**config.mk**
```make
export PLATFORM = sky130hd
export DESIGN_NAME = pit_front
export DESIGN_NICKNAME = d
export VERILOG_FILES = /design/src/pit_pkg.sv /design/src/pit_front.sv
export VERILOG_INCLUDE_DIRS = /design/src /design/src/src
export SDC_FILE = /design/constraint.sdc
export NUM_CORES = 1
export LEC_CHECK = 0
export ABC_AREA = 1
export BUFFER_PORTS_ARGS = -buffer_cell sky130_fd_sc_hd__buf_2
export CAP_MARGIN = 0
export CORE_MARGIN = 8
export CORE_UTILIZATION = 40
export CTS_CLUSTER_DIAMETER = 30
export DETAILED_ROUTE_END_ITERATION = 8
export GPL_TIMING_DRIVEN = 0
export HOLD_SLACK_MARGIN = 0.03
export PLACE_DENSITY_LB_ADDON = 0.2
export SETUP_SLACK_MARGIN = 0.02
export SYNTH_ARGS = -nofsm -noshare
export SYNTH_HDL_FRONTEND = slang
export SYNTH_SLANG_ARGS = --single-unit
```
**constraint.sdc**
```tcl
create_clock -name clk -period 8.66 [get_ports clk]
set_clock_uncertainty 0.1 [all_clocks]
set_input_delay 1.732 -clock clk [delete_from_list [all_inputs] [get_ports clk]]
set_output_delay 1.732 -clock clk [all_outputs]
set_load 0.01 [all_outputs]
```
**src/assert_macros.svh**
```systemverilog
// Assertion helpers shared by the FIFO, front and back RTL files.
`ifndef ASSERT_MACROS_SVH
`define ASSERT_MACROS_SVH

// Check a property on every rising edge outside reset.
`define ASSERT_CLK(lbl, clk_s, rstn_s, prop, msg) \
  lbl: assert property (@(posedge clk_s) disable iff (!rstn_s) (prop)) else $error(msg);

// Check that a condition never holds outside reset.
`define ASSERT_NEVER(lbl, clk_s, rstn_s, cond, msg) \
  `ASSERT_CLK(lbl, clk_s, rstn_s, !(cond), msg)

`endif

```
**src/pit_pkg.sv**
```systemverilog
package pit_pkg;

  // Default coordinate width.
  localparam int COORD_WIDTH_DEF = 16;
  // Ray end x after reset.
  localparam int RAY_END_RESET   = 9999;
  // Depth of the queue between front and back.
  localparam int MID_DEPTH_DEF   = 4;
  // Depth of the result queue.
  localparam int OUT_DEPTH_DEF   = 2;
  // Vertex count at which a polygon is complete enough to test.
  localparam logic [1:0] SEEN_MAX = 2'd3;

  // Orientation class of three points.
  typedef enum logic [1:0] {
    ORI_ZERO,
    ORI_POS,
    ORI_NEG
  } ori_t;

  // Per-word control from front to back.
  typedef struct packed {
    logic ea_valid;  // edge prev -> vertex present
    logic eb_valid;  // closing edge vertex -> first present
    logic last;      // word closes the polygon
    logic few;       // polygon has fewer than three vertices
  } pit_ctl_t;

endpackage

```
**src/pit_front.sv**
```systemverilog
`include "assert_macros.svh"

module pit_front #(
  parameter int CW = pit_pkg::COORD_WIDTH_DEF
) (
  input  logic                clk,
  input  logic                rst_n,
  // input channel
  input  logic                push,
  output logic                full,
  input  logic signed [CW-1:0] vertex_x,
  input  logic signed [CW-1:0] vertex_y,
  input  logic signed [CW-1:0] point_x,
  input  logic signed [CW-1:0] point_y,
  input  logic                last_vertex,
  // edge queue
  output logic                q_push,
  input  logic                q_full,
  output pit_pkg::pit_ctl_t   q_ctl,
  output logic signed [CW-1:0] q_prev_x,
  output logic signed [CW-1:0] q_prev_y,
  output logic signed [CW-1:0] q_vert_x,
  output logic signed [CW-1:0] q_vert_y,
  output logic signed [CW-1:0] q_first_x,
  output logic signed [CW-1:0] q_first_y,
  output logic signed [CW-1:0] q_pt_x,
  output logic signed [CW-1:0] q_pt_y
);

  logic signed [CW-1:0] first_x_r, first_y_r, prev_x_r, prev_y_r, qpx_r, qpy_r;
  logic [1:0]           seen_r, seen_nxt, seen_inc;
  logic                 acc, start;

  assign full   = q_full;
  assign acc    = push && !q_full;
  assign q_push = acc;
  assign start  = (seen_r == 2'd0);

  // Saturating vertex count for this word.
  assign seen_inc = (seen_r == pit_pkg::SEEN_MAX) ? seen_r : seen_r + 2'd1;
  assign seen_nxt = last_vertex ? 2'd0 : seen_inc;

  // Classify the word: edges it closes, polygon end and too few vertices.
  always_comb begin
    q_ctl.ea_valid = !start;
    q_ctl.eb_valid = last_vertex;
    q_ctl.last     = last_vertex;
    q_ctl.few      = (seen_inc < pit_pkg::SEEN_MAX);
  end

  assign q_prev_x  = prev_x_r;
  assign q_prev_y  = prev_y_r;
  assign q_vert_x  = vertex_x;
  assign q_vert_y  = vertex_y;
  assign q_first_x = start ? vertex_x : first_x_r;
  assign q_first_y = start ? vertex_y : first_y_r;
  assign q_pt_x    = start ? point_x : qpx_r;
  assign q_pt_y    = start ? point_y : qpy_r;

  // Track polygon progress.
  always_ff @(posedge clk) begin
    if (!rst_n) begin
      seen_r <= 2'd0;
    end else if (acc) begin
      seen_r <= seen_nxt;
    end
  end

  // Hold first vertex, previous vertex and query point.
  always_ff @(posedge clk) begin
    if (acc) begin
      prev_x_r <= vertex_x;
      prev_y_r <= vertex_y;
      if (start) begin
        first_x_r <= vertex_x;
        first_y_r <= vertex_y;
        qpx_r     <= point_x;
        qpy_r     <= point_y;
      end
    end
  end

  `ASSERT_CLK(a_seen_clear, clk, rst_n, (acc && last_vertex) |=> (seen_r == 2'd0), "polygon count not cleared after last vertex")

endmodule

```
==> results.yml <==
power_and_ir_drop:
  switching_share: 0.242
  pwr-share-seq: 0.549
  power_switching_uw: 246
  power_leakage_nw: 2.68
  power_density_nw_per_um2: 183
  peakVddDrop_uv: 90.9
  clkPwrFrac: 0.292
  combPwrFrac: 0.159
  p_int_uw: 772
  power_mw: 1.02
detailed_routing:
  drtIter0Drc: 145
  totalWireLength_um: 10500
  dr_total_vias: 3118
  firstDrtPassIters: 4
  ant_nets: 0
  drc: 0
  post_drt_via_cell_ratio: 4.37
  wl_per_cell_um: 14.8
logic_synthesis:
  yosys.area.top_type: "edfxtp_1"
  syn_nets: 425
  synth_cells: 356
  synth_top_area_frac: 0.700
  yosysMostFrequentCell: "nand2_1"
  ys_top_cells_by_area: "edfxtp_1, nand2_1, buf_4"
  ys_types: 13
  syn_area_um2: 4120
  ys.warnings.count: 0
  synth-seq-cells: 98
  synth_edf_count: 96
  synth-main-ff-cell: "edfxtp_1"
  ys_seq_area_frac: 0.710
  synthArstFlopShare: 0
  syn_area_per_cell_um2: 11.6
  synth_commonest_cells: "nand2_1, edfxtp_1, buf_4, buf_6, inv_1"
grt:
  grt_overflow: 0
  grt_start_max_net_pins: 30
  antenna_found_initial: 0
  grt_pass1_vias: 3302
  grt_pass1_wl_um: 16500
  gr-usage-all-layers: 0.147
placement:
  io_buffers: 202
  place_hpwl_um: 8030
  gp_congestion: 0.722
timing:
  fmax_mhz: 212
  finalSetupViolCount: 0
  min_period_ns: 4.72
  rsz0062_at_grt: "false"
  worst_pin_slew_ns: 0.705
  hold_ws_ns: 0.403
  finalHoldViolations: 0
  min_period_over_period: 0.545
  finalMaxSlewViolations: 0
  slew_headroom: 0.529
final_layout:
  syn_to_final_growth_pct: 35.3
  antenna_cells: 0
  drive_above_1_share: 0.466
  fin_nets: 641
die:
  ios: 203
  core_um2: 10100
  initial_core_util: 0.406
  die_area_um2: 13800
  rows: 37
  die_y_um: 117
  die_w_um: 117
worst_setup_path:
  start_kind: "input port"
  ff2ff_setup_slack_ns: 7.29
  critPathArrivalTime_ns: 2.89
  r2r-start: "seen_r[1]"
  worstPathRequired_ns: 6.83
  end_kind: "output pin"
  worstSetupPathType: "in -> out"
  path_max_fanout: 27
  crit_path_start: "q_full"
cts:
  cts_resized: 0
  cts_buffers: 9
  post_cts_buffers: 0
  clkSlewWorstSetupHoldPaths_ns: 0.08
  htreeDepth: 3
  clk_path_buf_depth: 2
  cts_root_buf: "clkbuf_8"
  cts_tree: "built"
  clk_latency_ns: 0.35
  ctsHoldBuffers: 0
  numClockSinks: 98
flow_run:
  max_cap_viol_count: 0
run_status:
  status: "finished, final reports clean"
min_path:
  worstHoldStart: "seen_r[0]"
  hold_class: "reg -> reg"
==> stage by stage <==
stage	setup TNS, ns	worst slack [ns]	util	area [um^2]	cells
4_1_cts	0	3.92	0.549	5570	713
6_report	0	3.94	0.549	5570	713
3_3_place_gp	-1.62	-1.62	0.523	5300	694
5_1_grt	0	3.87	0.549	5570	713
2_1_floorplan	0	0.857	-	4120	356
3_5_place_dp	0	3.91	0.530	5370	697
==> cell type report <==
type	instances	area (um^2)
fill	902	4570
sequential	98	2920
timing repair buffer	205	1080
multi-input combinational	203	776
buffer	49	403
tap	136	170
clock buffer	14	163
clock inverter	2	35.0
inverter	6	22.5
==> layer usage <==
metal,up-vias,part of all wire,track usage
met5,-,0,0
met3,9,0.10,0.0743
li1,1559,-,-
met4,0,0.012,0.0454
met1,1422,0.42,0.168
met2,128,0.46,0.237
==> logic make-up (layout without fill, tap and decap cells) <==
kind of cell | count (synthesis) | count (layout) | share of synthesized area
AND/OR/NAND/NOR | 201 | 201 | 0.184
AO/OA/AOI/OAI | 2 | 2 | 0.00243
flip-flops | 98 | 98 | 0.710
buffers and inverters | 55 | 276 | 0.103
==> path summary, 6_finish.rpt <==
| check | endpoint | cells after the start |
|---|---|---|
| max | q_push | 4 |
| max reg2reg | first_x_r[6] | 5 |
| min reg2reg | seen_r[0] | 2 |
| min | seen_r[0] | 2 |
==> placed cells by master, fill, tap and decap left out <==
cell type	n
clkbuf_1	4
edfxtp_1	96
inv_2	1
inv_1	5
buf_6	11
dfxtp_1	2
bufinv_16	1
buf_4	36
nor2_4	1
clkinv_2	1
clkbuf_8	11
buf_16	1
nand3_1	1
a21oi_1	2
nand2_1	198
buf_2	203
buf_12	2
nor2_2	1
==> flip-flops by register name, indices dropped and copies added (netlist names) <==
register / cells
qpx_r: 16
seen_r: 2
first_y_r: 16
q_prev_x: 16
q_prev_y: 16
first_x_r: 16
qpy_r: 16
==> power groups by stage <==
stage	registers, mW	logic [mW]	clock network (mW)
floorplan	0.578	0.0765	0
global placement	0.573	0.158	0
detailed placement	0.570	0.164	0
CTS	0.559	0.165	0.308
global route	0.561	0.179	0.328
finish	0.559	0.162	0.297
==> worst max-delay path, stage by stage <==
cell	delay, ns
buf_2	0.13
nor2_4	0.57
buf_12	0.28
buf_2	0.16
No activity file was read; power rests on OpenSTA's default activity.
