`config.mk`:
```
export PLATFORM = sky130hd
export DESIGN_NAME = pit_fifo
export DESIGN_NICKNAME = d
export VERILOG_FILES = /design/src/pit_fifo.sv
export VERILOG_INCLUDE_DIRS = /design/src /design/src/src
export SDC_FILE = /design/constraint.sdc
export NUM_CORES = 1
export LEC_CHECK = 0
export BUFFER_PORTS_ARGS = -buffer_cell sky130_fd_sc_hd__buf_4
export CAP_MARGIN = 20
export CELL_PAD_IN_SITES_DETAIL_PLACEMENT = 2
export CELL_PAD_IN_SITES_GLOBAL_PLACEMENT = 2
export CORE_MARGIN = 3
export CORE_UTILIZATION = 41
export CTS_CLUSTER_DIAMETER = 50
export DETAILED_ROUTE_END_ITERATION = 10
export PLACE_DENSITY = 0.87
export SYNTH_ARGS = -nofsm -noshare
export SYNTH_HDL_FRONTEND = slang
export SYNTH_SLANG_ARGS = --single-unit
```
`constraint.sdc`:
```
create_clock -name clk -period 2.9 [get_ports clk]
set_input_delay 0.29 -clock clk [delete_from_list [all_inputs] [get_ports clk]]
set_output_delay 0.29 -clock clk [all_outputs]
set_load 0.02 [all_outputs]
```
`src/assert_macros.svh`:
```
// Assertion helpers shared by the FIFO, front and back RTL files.
`ifndef ASSERT_MACROS_SVH
`define ASSERT_MACROS_SVH

// Check a property on every rising edge outside reset.
`define ASSERT_CLK(lbl, clk_s, rstn_s, prop, msg) \
  lbl: assert property (@(posedge clk_s) disable iff (!rstn_s) (prop)) else $error(msg);

// Check that a condition never holds outside reset.
`define ASSERT_NEVER(lbl, clk_s, rstn_s, cond, msg) \
  `ASSERT_CLK(lbl, clk_s, rstn_s, !(cond), msg)

`endif

```
`src/pit_fifo.sv`:
```
`include "assert_macros.svh"

module pit_fifo #(
  parameter int WIDTH = 8,
  parameter int DEPTH = 4
) (
  input  logic             clk,
  input  logic             rst_n,
  input  logic             push,
  input  logic [WIDTH-1:0] wdata,
  output logic             full,
  input  logic             pop,
  output logic [WIDTH-1:0] rdata,
  output logic             empty
);

  localparam int AW = (DEPTH > 1) ? $clog2(DEPTH) : 1;
  localparam logic [AW:0] CNT_MAX = (AW+1)'(DEPTH);

  logic [WIDTH-1:0] mem_r [DEPTH];
  logic [AW-1:0]    wr_ptr_r, wr_ptr_nxt;
  logic [AW-1:0]    rd_ptr_r, rd_ptr_nxt;
  logic [AW:0]      cnt_r, cnt_nxt;
  logic             do_push, do_pop;

  assign full    = (cnt_r == CNT_MAX);
  assign empty   = (cnt_r == '0);
  assign do_push = push && !full;
  assign do_pop  = pop && !empty;
  assign rdata   = mem_r[rd_ptr_r];

  // Advance pointers and count, wrapping at the depth.
  always_comb begin
    wr_ptr_nxt = wr_ptr_r;
    rd_ptr_nxt = rd_ptr_r;
    cnt_nxt    = cnt_r;
    if (do_push) begin
      wr_ptr_nxt = (wr_ptr_r == AW'(DEPTH - 1)) ? '0 : wr_ptr_r + 1'b1;
    end
    if (do_pop) begin
      rd_ptr_nxt = (rd_ptr_r == AW'(DEPTH - 1)) ? '0 : rd_ptr_r + 1'b1;
    end
    if (do_push && !do_pop) begin
      cnt_nxt = cnt_r + 1'b1;
    end else if (do_pop && !do_push) begin
      cnt_nxt = cnt_r - 1'b1;
    end
  end

  always_ff @(posedge clk) begin
    if (!rst_n) begin
      wr_ptr_r <= '0;
      rd_ptr_r <= '0;
      cnt_r    <= '0;
    end else begin
      wr_ptr_r <= wr_ptr_nxt;
      rd_ptr_r <= rd_ptr_nxt;
      cnt_r    <= cnt_nxt;
    end
  end

  // Store incoming word.
  always_ff @(posedge clk) begin
    if (do_push) begin
      mem_r[wr_ptr_r] <= wdata;
    end
  end

  `ASSERT_NEVER(a_cnt_range, clk, rst_n, cnt_r > CNT_MAX, "fifo count beyond depth")

endmodule

```
==> flow_summary_export.csv, run 1 <==
group,metric,value,unit
setup_path,cp-end-kind,"flip-flop",
synthesis,syn_area,1630,sq um
finish,n_antenna_cell,0,
route,drt_wl_total,3460,um
floorplanning,row_count,22,
timing,fmax,402,MHz
global_routing,grt_usage,0.161,
floorplanning,die_h,69.1,um
synthesis,synth_seq_area_share,0.700,
synthesis,synth_edf_count,32,
clocking,clock_latency,0.29,ns
global_routing,grt_pass1_vias,1007,
synthesis,ys_ff_latch,41,
finish,fin_area,1940,sq um
clocking,cts_setup_buffers,0,
power,power.internal,1.22,mW
global_routing,antenna_found_initial,0,
power,p_sw_frac,0.299,
clocking,cts_resized,0,
power,power.leakage,0.705,nW
run_status,status,"finished clean",
synthesis,syn_nets,112,
finish,drive_gt1_frac,0.314,
setup_path,arrival,2.71,ns
finish,fill_cells,349,
synthesis,ys_types,23,
timing,tightest_slew,0.669,ns
hold_path,min_path_type,"in -> reg",
clocking,cts-root-buf,"clkbuf_8",
synthesis,syn_area_per_cell,17.5,sq um
timing,finalMaxSlewViolations,0,
setup_path,worstSetupPathType,"reg -> reg",
setup_path,critPathRequiredTime,3.12,ns
route,avgViaCountPerCell,5.19,
synthesis,ys_async_sr_fraction,0,
power,p_comb_frac,0.284,
setup_path,start_kind,"flip-flop",
placed_design,dp_hpwl,2470,um
power,p_clk_frac,0.251,
clocking,cts.sinks,41,
floorplanning,design.die.area,4770,sq um
clocking,cts_tree,"yes",
synthesis,ys_warn_count,0,
power,vdd_drop_max,307,uV
route,wl_per_cell,20.8,um
timing,finalSetupViolCount,0,
placed_design,post_dp_cell_area,1830,sq um
timing,fin_crit,2.49,ns
floorplanning,die_w,69.1,um
route,ant_nets,0,
power,p_seq_frac,0.465,
route,firstDrtPassIters,4,
timing,fin_crit_sh,0.858,
route,drc,0,
finish,nets,136,
global_routing,grt_max_degree,14,
route,vias,861,
job,maxCapViolCount,0,
floorplanning,start_util,0.435,
global_routing,grt_pass1_wl,5770,um
power,power.switching,521,uW
clocking,htree_levels,2,
setup_path,cp_max_fo,5,
power,powerDensity,898,nW/um^2
clocking,cts_max_path_buffers,2,
floorplanning,coreArea,3740,sq um
timing,maxSlewHeadroom,0.550,
clocking,cts-hold-fix-buffers,0,
synthesis,synth_flop_cell,"edfxtp_1",
global_routing,grt-ovfl-total,0,
timing,hold_viol,0,
floorplanning,io_pins,22,
timing,grt_setup_unrepaired,"false",
placed_design,port_buffers,21,
route,drt_iter0_markers,49,
finish,syn_to_final_growth,18.9,%
placed_design,place_congestion,0.704,
synthesis,syn_inst,93,
clocking,cts_made_buffers,5,
timing,finalClockSkew,0.00803,ns
clocking,path_clk_slew,0.08,ns
timing,setup_tns,0,ns
-- per-layer routing --
| metal | vias up | routed length, um | global-route usage |
|---|---|---|---|
| li1 | 395 | - | - |
| met1 | 438 | 1460 | 0.186 |
| met2 | 23 | 1800 | 0.283 |
| met3 | 5 | 157 | 0.0554 |
| met4 | 0 | 36 | 0.0456 |
| met5 | - | 0 | 0 |
-- cells in the mapped netlist (all sizes together) (2+ instances only) --
cell     n  area [sq um]
dfxtp    9           180
mux2i    3          30.0
nand3    2          10.0
ha       6          75.1
and2     5          31.3
nor2b    2          12.5
nor2     2          7.51
inv      3          11.3
o21ai    3          15.0
mux4     8           180
nand2    6          22.5
buf      3          13.8
edfxtp  32           961
-- power by group through the flow --
stage / combinational (mW) / sequential [mW] / clock, mW
floorplan: 0.348 / 0.770 / 0
global placement: 0.460 / 0.811 / 0
detailed placement: 0.493 / 0.826 / 0
CTS: 0.506 / 0.814 / 0.451
global route: 0.536 / 0.827 / 0.477
finish: 0.495 / 0.810 / 0.436
-- final cells by class --
type	count	area, sq um	area share
Multi-Input combinational cell	45	460	0.238
Clock inverter	2	35.0	0.0181
Timing Repair Buffer	21	158	0.0813
Inverter	3	11.3	0.00581
Clock buffer	6	72.6	0.0374
Sequential cell	41	1140	0.589
Tap cell	48	60.1	0.0310
-- path summary, 6_finish.rpt --
check	from	endpoint	slack, ns	cells past startpoint
worst max-delay path	cnt_r[0]	cnt_r[2]	0.41	7
worst min-delay path	wdata[4]	mem_r[3][4]	0.20	1
worst max register to register	cnt_r[0]	cnt_r[2]	0.41	7
worst min register to register	wr_ptr_r[1]	wr_ptr_r[1]	0.53	2
-- per-stage QoR --
step	hold WS (ns)	total power [mW]	utilization	worst slack (ns)	std cells
6_report	0.199	1.74	0.518	0.412	166
5_1_grt	0.188	1.84	0.518	0.225	166
4_1_cts	0.193	1.77	0.518	0.403	166
3_5_place_dp	0.496	1.32	0.489	0.471	158
3_3_place_gp	0.489	1.27	0.489	0.666	158
2_1_floorplan	0.389	1.12	-	0.807	93
-- registers in the layout, summed over array words and instances, names as in the netlist, named ones only --
register  cells
mem_r        32
cnt_r         3
rd_ptr_r      2
wr_ptr_r      2
-- cells by family after synthesis --
group / Yosys count / share of synthesized area
mux: 11 / 0.129
xor+xnor: 2 / 0.0107
compound gates: 5 / 0.0184
fa+ha+maj: 7 / 0.0583
simple gates: 20 / 0.0660
buf+inv: 7 / 0.0176
flops: 41 / 0.700
-- critical path, stage by stage (launching register included) --
cell      delay (ns)
dfxtp_1         0.38
o31ai_1         0.61
ha_1            0.31
inv_1           0.06
fa_1            0.38
xor2_1          0.18
or3_1           0.33
a21boi_0        0.16
-- cell usage in the layout, fill, tap and decap left out, types with 2 or more instances in the layout --
cell	count
nand3_1	2
nor2_1	2
buf_4	21
nor2b_1	2
dfxtp_1	9
and2_1	5
clkbuf_8	5
nand2_1	6
o21ai_0	3
mux2i_1	3
mux4_2	8
ha_1	6
inv_1	3
edfxtp_1	32
(Power assumes the default switching activity.)
==> run 2, diff against run 1 <==
--- a/config.mk
+++ b/config.mk
@@ -10,6 +10,7 @@
 export CAP_MARGIN = 20
 export CELL_PAD_IN_SITES_DETAIL_PLACEMENT = 2
 export CELL_PAD_IN_SITES_GLOBAL_PLACEMENT = 2
+export CORE_ASPECT_RATIO = 2
 export CORE_MARGIN = 3
 export CORE_UTILIZATION = 41
 export CTS_CLUSTER_DIAMETER = 50
==> run 2 against run 1 <==
- register-to-register slack gained 0.09 ns
- sequential cell count stayed put
- critical path depth did not move
- critical endpoint unchanged
- highest routed layer unchanged
==> flow_summary_export.csv, run 2 (synthesized netlist as in run 1, its figures left out) <==
group,metric,value,unit
clocking,cts.sinks,41,
setup_path,worstSetupPathType,"reg -> reg",
route,wl_per_cell,18.2,um
timing,setup_tns,0,ns
route,vias,860,
setup_path,cp_max_fo,5,
timing,finalClockSkew,0.00570,ns
clocking,cts-hold-fix-buffers,0,
power,p_comb_frac,0.295,
global_routing,grt_pass1_vias,974,
finish,syn_to_final_growth,17.7,%
setup_path,cpLargestDelayFamily,"compound AO/OA/AOI/OAI gates",
global_routing,grt-ovfl-total,0,
clocking,path_clk_slew,0.07,ns
clocking,cts_max_path_buffers,2,
power,powerDensity,851,nW/um^2
power,p_clk_frac,0.213,
floorplanning,coreArea,3720,sq um
clocking,htree_levels,2,
power,finalPower,1.63,mW
finish,drive_gt1_frac,0.303,
finish,final_common_cell,"edfxtp_1",
route,drc,0,
setup_path,arrival,2.61,ns
route,drt_iter0_markers,15,
clocking,cts_tree,"yes",
timing,finalSetupViolCount,0,
power,vdd_drop_max,463,uV
finish,n_antenna_cell,0,
setup_path,cp_slowest_stage_delay,0.56,ns
timing,finalMaxSlewViolations,0,
timing,fin_crit_sh,0.825,
run_status,status,"finished clean",
power,p_sw_frac,0.304,
finish,regMostFlops,"mem_r",
finish,largestRegisters,"mem_r (32), cnt_r (3)",
global_routing,antenna_found_initial,0,
route,avgViaCountPerCell,5.12,
placed_design,port_buffers,21,
floorplanning,start_util,0.438,
power,power.internal,1.14,mW
hold_path,min_path_type,"in -> reg",
route,drt_wl_total,3060,um
setup_path,worst_path_max_delay_cell,"o31ai_1",
timing,fmax,418,MHz
timing,hold_viol,0,
timing,maxSlewHeadroom,0.602,
setup_path,critPathRequiredTime,3.12,ns
clocking,cts_made_buffers,5,
setup_path,start_kind,"flip-flop",
floorplanning,die_w,50.6,um
clocking,clock_latency,0.29,ns
route,ant_nets,0,
global_routing,grt_pass1_wl,5040,um
floorplanning,row_count,31,
timing,fin_crit,2.39,ns
global_routing,grt_max_degree,12,
power,power.switching,496,uW
placed_design,place_congestion,0.687,
clocking,cts-root-buf,"clkbuf_8",
finish,fill_cells,377,
floorplanning,die_h,95.2,um
clocking,cts_resized,0,
setup_path,cp-end-kind,"flip-flop",
floorplanning,design.die.area,4820,sq um
global_routing,grt_usage,0.153,
power,p_seq_frac,0.491,
finish,largest_reg_flops,32,
power,power.leakage,0.694,nW
finish,nets,137,
timing,tightest_slew,0.592,ns
setup_path,path_cells,"o31ai_1 -> ha_1 -> inv_1 -> fa_1 -> xor2_1 -> or3_1 -> a21boi_0",
job,maxCapViolCount,0,
finish,final_cell_mix,"32 x edfxtp_1, 22 x buf_4, 9 x dfxtp_1",
route,firstDrtPassIters,4,
clocking,cts_setup_buffers,0,
setup_path,crit_buf_inv,1,
timing,grt_setup_unrepaired,"false",
floorplanning,io_pins,22,
[run 2: changes by cell type in the layout (fill, tap and decap cells not counted), sizes merged]
cell / previous run / this run
clkbuf: 6 / 8
buf: 21 / 22
bufinv: 1 / 0
clkinv: 1 / 0
[run 2: final cells by class]
cell class                 instances  area, sq um  share of cell area
inverter                           3         11.3             0.00587
clock buffer                       8         80.1              0.0417
sequential                        41         1140               0.595
multi-input combinational         45          460               0.240
timing repair buffer              22          165              0.0860
tap                               49         61.3              0.0319
[run 2: worst reg2reg max path, delay by kind of cell (launching register included)]
family | cells | cell delay [ns]
and+or+nand+nor | 1 | 0.31
buffers and inverters | 1 | 0.07
xor gates and xnor gates | 1 | 0.17
adders and majority gates | 2 | 0.68
DFF | 1 | 0.37
AOI/OAI and AO/OA | 2 | 0.73
[run 2: power groups by stage]
stage,Combinational (mW),Clock (mW),Sequential (mW)
final,0.482,0.348,0.802
after global routing,0.535,0.383,0.819
after CTS,0.495,0.364,0.808
after detailed placement,0.492,0,0.822
after global placement,0.461,0,0.811
after floorplan,0.348,0,0.770
[run 2: per-stage QoR]
stage / setup WS (ns) / util / instances / instance area [sq um] / hold slack (ns)
after floorplan: 0.807 / - / 93 / 1630 / 0.389
after global placement: 0.717 / 0.494 / 160 / 1840 / 0.482
after detailed placement: 0.536 / 0.494 / 160 / 1840 / 0.495
after CTS: 0.484 / 0.515 / 168 / 1920 / 0.186
after global routing: 0.351 / 0.515 / 168 / 1920 / 0.191
final: 0.507 / 0.515 / 168 / 1920 / 0.202
[run 2: worst paths after layout]
kind,from,endpoint,slack (ns),depth (start not counted)
setup reg to reg,cnt_r[1],cnt_r[2],0.51,7
setup / recovery,cnt_r[1],cnt_r[2],0.51,7
hold / removal,wdata[7],mem_r[2][7],0.20,1
hold reg to reg,wr_ptr_r[1],wr_ptr_r[1],0.52,2
[run 2: metal layers]
| metal | track usage | share of wire |
|---|---|---|
| met5 | 0 | 0 |
| met4 | 0.101 | 0.014 |
| met1 | 0.147 | 0.35 |
| met2 | 0.278 | 0.60 |
| met3 | 0.0376 | 0.039 |
